--- src/rtl/core/scw_pkg.sv ---
`default_nettype none
package scw_pkg;

  // default capacity of the sample store
  localparam int unsigned MAX_SAMPLES_DEF = 1024;

  // configuration register indexes
  localparam logic [1:0] REG_WINDOW_FRACTION = 2'd0;
  localparam logic [1:0] REG_MODE_FRACTION   = 2'd1;
  localparam logic [1:0] REG_MODE_TOLERANCE  = 2'd2;

  // configuration reset values
  localparam logic [16:0] WINDOW_FRACTION_RST = 17'd44761;
  localparam logic [16:0] MODE_FRACTION_RST   = 17'd32768;
  localparam logic [30:0] MODE_TOLERANCE_RST  = 31'd0;

  // datapath operations
  localparam logic [3:0] OP_NONE    = 4'd0;
  localparam logic [3:0] OP_ACCEPT  = 4'd1;
  localparam logic [3:0] OP_INS     = 4'd2;
  localparam logic [3:0] OP_WMUL    = 4'd3;
  localparam logic [3:0] OP_WSET    = 4'd4;
  localparam logic [3:0] OP_SCAN    = 4'd5;
  localparam logic [3:0] OP_MEANSET = 4'd6;
  localparam logic [3:0] OP_DIVGO   = 4'd7;
  localparam logic [3:0] OP_MINIT   = 4'd8;
  localparam logic [3:0] OP_MREAD   = 4'd9;
  localparam logic [3:0] OP_MCHK    = 4'd10;
  localparam logic [3:0] OP_MMUL    = 4'd11;
  localparam logic [3:0] OP_MSET    = 4'd12;
  localparam logic [3:0] OP_MNEXT   = 4'd13;
  localparam logic [3:0] OP_FINISH  = 4'd14;

  // scan kinds
  localparam logic [1:0] KIND_WIN  = 2'd0;
  localparam logic [1:0] KIND_MEAN = 2'd1;
  localparam logic [1:0] KIND_MODE = 2'd2;

  typedef struct packed {
    logic [3:0] op;
  } cmd_t;

  typedef struct packed {
    logic full;
    logic ins_done;
    logic n_lt2;
    logic n_zero;
    logic scan_last;
    logic mean_empty;
    logic div_done;
    logic mode_done;
    logic out_busy;
  } status_t;

endpackage
`default_nettype wire

--- src/rtl/core/scw_ctrl.sv ---
`default_nettype none
module scw_ctrl (
  input  wire logic             clk,
  input  wire logic             rst,
  input  wire logic             in_valid,
  input  wire logic             last_sample,
  output logic                  in_stall,
  output scw_pkg::cmd_t         cmd,
  input  wire scw_pkg::status_t status
);
  import scw_pkg::*;

  localparam logic [3:0] S_IDLE    = 4'd0;
  localparam logic [3:0] S_INS     = 4'd1;
  localparam logic [3:0] S_WMUL    = 4'd2;
  localparam logic [3:0] S_WSET    = 4'd3;
  localparam logic [3:0] S_WSCAN   = 4'd4;
  localparam logic [3:0] S_WDRAIN  = 4'd5;
  localparam logic [3:0] S_MEANSET = 4'd6;
  localparam logic [3:0] S_ASCAN   = 4'd7;
  localparam logic [3:0] S_ADRAIN  = 4'd8;
  localparam logic [3:0] S_DIV     = 4'd9;
  localparam logic [3:0] S_MINIT   = 4'd10;
  localparam logic [3:0] S_MREAD   = 4'd11;
  localparam logic [3:0] S_MCHK    = 4'd12;
  localparam logic [3:0] S_MMUL    = 4'd13;
  localparam logic [3:0] S_MSET    = 4'd14;
  localparam logic [3:0] S_MSCAN   = 4'd15;

  // mode scan drain and finish share encodings via sub-flag
  logic [3:0] state, state_next;
  logic       last_q, last_q_next;
  logic       sub, sub_next;

  assign in_stall = state != S_IDLE;

  always_ff @(posedge clk) begin
    if (rst) begin
      state  <= S_IDLE;
      last_q <= 1'b0;
      sub    <= 1'b0;
    end else begin
      state  <= state_next;
      last_q <= last_q_next;
      sub    <= sub_next;
    end
  end

  // next state and command
  always_comb begin
    state_next  = state;
    last_q_next = last_q;
    sub_next    = 1'b0;
    cmd.op      = OP_NONE;
    unique case (state)
      S_IDLE: begin
        if (in_valid) begin
          cmd.op      = OP_ACCEPT;
          last_q_next = last_sample;
          if (!status.full) begin
            state_next = S_INS;
          end else if (last_sample) begin
            state_next = S_WMUL;
          end
        end
      end
      S_INS: begin
        cmd.op = OP_INS;
        if (status.ins_done) begin
          state_next = last_q ? S_WMUL : S_IDLE;
        end
      end
      S_WMUL: begin
        cmd.op     = OP_WMUL;
        state_next = S_WSET;
      end
      S_WSET: begin
        cmd.op     = OP_WSET;
        state_next = status.n_lt2 ? S_MINIT : S_WSCAN;
      end
      S_WSCAN: begin
        cmd.op = OP_SCAN;
        if (status.scan_last) begin
          state_next = S_WDRAIN;
        end
      end
      S_WDRAIN: state_next = S_MEANSET;
      S_MEANSET: begin
        cmd.op     = OP_MEANSET;
        state_next = status.mean_empty ? S_MINIT : S_ASCAN;
      end
      S_ASCAN: begin
        cmd.op = OP_SCAN;
        if (status.scan_last) begin
          state_next = S_ADRAIN;
        end
      end
      S_ADRAIN: begin
        // last add lands first, the divide starts on the full sum
        if (sub) begin
          cmd.op     = OP_DIVGO;
          state_next = S_DIV;
        end else begin
          sub_next = 1'b1;
        end
      end
      S_DIV: begin
        if (status.div_done) begin
          state_next = S_MINIT;
        end
      end
      S_MINIT: begin
        // sub set: waiting to hand the result over
        if (sub) begin
          sub_next = 1'b1;
          if (!status.out_busy) begin
            cmd.op     = OP_FINISH;
            sub_next   = 1'b0;
            state_next = S_IDLE;
          end
        end else begin
          cmd.op   = OP_MINIT;
          sub_next = 1'b1;
          if (!status.n_zero) begin
            sub_next   = 1'b0;
            state_next = S_MREAD;
          end
        end
      end
      S_MREAD: begin
        if (sub) begin
          // mode scan drained, now narrow the interval
          cmd.op = OP_MNEXT;
        end else begin
          cmd.op     = OP_MREAD;
          state_next = S_MCHK;
        end
      end
      S_MCHK: begin
        cmd.op = OP_MCHK;
        if (status.mode_done) begin
          sub_next   = 1'b1;
          state_next = S_MINIT;
        end else begin
          state_next = S_MMUL;
        end
      end
      S_MMUL: begin
        cmd.op     = OP_MMUL;
        state_next = S_MSET;
      end
      S_MSET: begin
        cmd.op     = OP_MSET;
        state_next = S_MSCAN;
      end
      S_MSCAN: begin
        if (sub) begin
          // last compare lands this cycle
          sub_next   = 1'b0;
          state_next = S_MREAD;
          sub_next   = 1'b1;
        end else begin
          cmd.op = OP_SCAN;
          if (status.scan_last) begin
            sub_next = 1'b1;
          end
        end
      end
      default: state_next = S_IDLE;
    endcase
  end

`ifndef NO_ASSERTIONS
  a_ins_from_accept: assert property (@(posedge clk) disable iff (rst)
    state == S_IDLE && in_valid && !status.full |=> state == S_INS)
    else $error("accepted sample not inserted");
  a_finish_free: assert property (@(posedge clk) disable iff (rst)
    cmd.op == OP_FINISH |-> !status.out_busy) else $error("result overwritten");
  a_scan_bounded: assert property (@(posedge clk) disable iff (rst)
    (state == S_WSCAN || state == S_ASCAN) && status.scan_last |=>
    state == S_WDRAIN || state == S_ADRAIN) else $error("scan ran past end");
`endif
endmodule
`default_nettype wire

--- config.mk ---
export PLATFORM = sky130hd
export DESIGN_NAME = scw_ctrl
export DESIGN_NICKNAME = d
export VERILOG_FILES = /design/src/rtl/core/scw_pkg.sv /design/src/rtl/core/scw_ctrl.sv
export SDC_FILE = /design/constraint.sdc
export NUM_CORES = 1
export LEC_CHECK = 0
export BUFFER_PORTS_ARGS = -buffer_cell sky130_fd_sc_hd__buf_4
export CORE_MARGIN = 2
export CORE_UTILIZATION = 52
export CTS_BUF_LIST = sky130_fd_sc_hd__clkbuf_4 sky130_fd_sc_hd__clkbuf_8 sky130_fd_sc_hd__clkbuf_16
export DETAILED_ROUTE_END_ITERATION = 8
export PLACE_DENSITY = 0.78
export SLEW_MARGIN = 20
export SYNTH_ARGS = -nofsm -noshare
export SYNTH_HDL_FRONTEND = slang
export SYNTH_SLANG_ARGS = --single-unit
export TNS_END_PERCENT = 5
--- constraint.sdc ---
create_clock -name clk -period 1.8 [get_ports clk]
set_input_delay 0.27 -clock clk [delete_from_list [all_inputs] [get_ports clk]]
set_output_delay 0.27 -clock clk [all_outputs]
set_load 0.05 [all_outputs]
### Word level (Yosys, flattened, before mapping)

Index checks and enable logic that the tools add are counted.
W data, S select, Z words.

* register bits after elaboration: 6
* output and inout bits: 5
* word-level logic and storage cells: 67

* equal/unequal tests: 26
* mux-type cells: 33
* reduce and logical (&&, ||, !) cells: 5

Operators by type and width (number)
* $mux W4: 17
* $pmux W4 S16: 1
* $pmux W4 S13: 1
* $eq A4 B4 Y1 const B: 8
* $eq A4 B3 Y1 const B: 4
* $ne A2 B2 Y1 const B: 8
* $mux W3: 4
* $reduce_and A11 Y1: 1
* $ne A3 B3 Y1 const B: 3
* $eq A4 B2 Y1 const B: 2
* $mux W1: 8
* $eq A4 B1 Y1 const B: 1
* $logic_not A4 Y1: 1
* $pmux W1 S4: 1
* $reduce_bool A4 Y1: 1
* $mux W2: 1
* $reduce_and A2 Y1: 1
* $reduce_or A2 Y1: 1

### Logic depth before layout (Yosys ltp)

* depth after elaboration: 4
* mapped depth: 7
* gate-level depth less buffers: 5

### Least setup slack after synthesis

Ideal clock, no wire load.

* kind: register to output
* start point: reg state[3]
* end point: out cmd[2] in the netlist's numbering
* arrival time: 2.200 ns
* required time: 1.530 ns
* slack: -0.670 ns
* cell stages (with the launch flop): 6
* path buffers: 3
* cell sequence: dfxtp_1 > buf_6 > clkbuf_1 > buf_2 > nand2_1 > a221oi_1

RTL lines
* start: declaration: line scw_ctrl.sv:31 `logic [3:0] state, state_next;`
* start signal: assignment: line scw_ctrl.sv:43 `state <= state_next;`
* end: declaration: line scw_ctrl.sv:8 `output scw_pkg::cmd_t cmd,`

==> run metrics <==
antenna violations before repair=0; met3 Resource Use GR=5.17%; synthesized area per cell=6.85 µm²; critical path peak fanout=6; GRT Total Usage=25.4%; worst reg2reg path startpoint=state[2]; # port buffers=17; Synth Instances=110; TritonRoute pass-1 iters=5; H-tree levels=1; # IOs=18; Reg area=130 µm²; worst hold path type=in2reg; Post-Place Cells=144; Remaining Overflow, GRT=0; area delta synth->final=35.7%; DRT antenna net count=0; max_slew headroom=73.2%; DR DRC count=0; CTS tree=built; total core area=0.00133 mm²; crit path DAT=1.48 ns; Seq/Total Area, Yosys=15.9%; Num CTS Buffers=3; Leak Pwr=0.000381 µW; Hold Crit Start=rst; Nets=147; worst-margin pin slew=0.400 ns; r2r endpoint=state[3]; Mapped Area=753 µm²; Critical Path RT=1.53 ns; clock sinks=6; Setup CP Type=reg2out; fmax=573 MHz; filler cell count=109; worst reg2reg setup slack=0.11 ns; Peak VDD IR=0.00141 V; pwr/cell area=1800 mW/mm²; met1 GRT Util=34.3%; Startpoint Class=register; Die W=42.1 µm; placed instance area=965 µm²; post-DP HPWL=1680 µm; Skew-Pair Late Insertion Delay=0.25 ns; Multi-input gate area=607 µm²; DR vias=966; clk slew on worst S/H paths=0.05 ns; layout cells sized above 1=36.4%; row cnt=13; Post-CTS Hold Buffers=0; CTS Buffer Depth=2; Detailed Route Iter0 Violations=55; post-synthesis cell type count=38; GR Util met2=40.9%; full die area=0.00177 mm²; Final min period=1.75 ns; first-pass GRT wire length=3570 µm; status=finished clean; final WL=2240 µm; number of antenna cells inserted=0; Reg2Reg Depth=6; Final Cell Area=0.00102 mm²; setup_tns=0 ns; element type at the critical path end=primary output; post-route insts no fill=147; max-slew violations=0; largest net degree at the start of global routing=15; Avg WL per Cell=15.2 µm; cell depth of the worst hold path=2; initial core utilization=56.5%; Syn Nets=123; Hold EP=state[1]; Die Ht=42.1 µm; MaxCap Viol Count=0; Final setup viols=0; vias in the first global route=807; Hold Fails Final Rpt=0; root buffer cell=clkbuf_4; FF+latch count, synth=6; clock skew=0.00962 ns; final period utilization=97.0%; utilization after layout=76.6%; Ys Warns=0; RSZ-0062 raised after global routing=yes; vias per cell=6.57; GPL Wtd Cong=0.900; Top Usage Layer GRT=met2
## final cells by class
cell class,count,share of cell area (%)
flip-flops and latches,6,12.7
well taps,15,1.84
repair buffers,29,22.0
inverters,5,1.84
clock buffers,3,2.20
multi-input cells,89,59.4
## worst max path at each step
stage                        start  endpoint  cells past startpoint
after CTS                 state[2]    cmd[0]                      6
after floorplan           state[1]    cmd[3]                      5
after global placement    state[2]    cmd[0]                      4
final                     state[0]    cmd[0]                      4
after global routing      state[2]  state[3]                      6
after detailed placement  state[2]    cmd[0]                      4
## where the power goes
part | internal, µW | switching (µW)
logic | 611 | 852
clock network | 75.8 | 53.6
registers | 182 | 69.5
total | 869 | 975
## kinds of logic (layout without fill, tap and decap cells)
group / count (synthesis) / after routing / synth area share (%)
AO/OA/AOI/OAI: 43 / 43 / 37.5
AND/OR/NAND/NOR: 41 / 41 / 30.7
buffers and inverters: 15 / 37 / 9.47
flip-flops: 6 / 6 / 15.9
multiplexers: 3 / 3 / 3.99
XOR/XNOR: 2 / 2 / 2.33
## layer usage
metal	wire length [µm]	vias up
li1	-	460
met1	1000	446
met3	156	8
met2	1040	52
met4	43	0
met5	0	-
## cell usage after synthesis
cell,instances,share of area [%]
a211oi_1,6,6.0
a21oi_1,12,8.0
a21oi_2,1,1.2
a221oi_1,1,1.2
a311oi_2,1,2.0
a31oi_1,3,2.5
a41oi_1,1,1.2
and2_0,1,0.83
and3_1,2,1.7
and4b_1,1,1.3
buf_1,1,0.50
buf_2,6,4.0
buf_6,1,1.5
clkbuf_1,2,1.0
dfxtp_1,6,16
inv_1,5,2.5
mux2i_1,3,4.0
nand2_1,6,3.0
nand2b_1,2,1.7
nand3_1,6,4.0
nand4_1,2,1.7
nor2_1,8,4.0
nor2b_1,3,2.5
nor3_2,1,1.3
nor3b_1,4,4.0
nor4_1,2,1.7
o2111ai_1,1,1.2
o211ai_1,3,3.0
o21a_1,1,1.0
o21ai_0,9,6.0
o21bai_1,1,1.0
o221ai_1,1,1.2
o31ai_1,1,1.0
o32a_1,1,1.3
or2_2,2,1.7
or4_4,1,1.5
xnor2_1,1,1.2
xor2_1,1,1.2
## flip-flops by register name, summed over array words and instances, names as in the netlist
name and cells:
state 4, sub 1, last_q 1
## critical path: stages (launching register included)
cell,delay (ns)
dfxtp_1,0.34
nor2_1,0.35
nand3_1,0.14
a31oi_2,0.21
buf_6,0.18
## cell usage in the layout, fill, tap and decap left out, types with 3 or more instances in the layout
cell type   n
nand3_1     6
o21ai_0     9
nor2_1      8
a21oi_1    12
o211ai_1    3
nand2_1     6
nor3b_1     4
buf_4      27
a211oi_1    4
clkbuf_4    3
inv_1       5
## repair_timing
| item | in CTS | in global routing |
|---|---|---|
| endpoints found under the setup margin | 3 | 4 |
| setup buffers | 0 | 0 |
| resized for setup | 4 | 8 |
## through the flow
| stage | power [µW] | setup WS [ns] | hold WS (ns) |
|---|---|---|---|
| 4_1_cts | 1770 | 0.00842 | 0.219 |
| 3_5_place_dp | 1620 | 0.0915 | 0.496 |
| 5_1_grt | 1950 | -0.0293 | 0.221 |
| 6_report | 1840 | 0.0545 | 0.225 |
| 3_3_place_gp | 1610 | 0.0921 | 0.483 |
| 2_1_floorplan | 1260 | -0.0785 | 0.338 |
(Power assumes the default switching activity.)
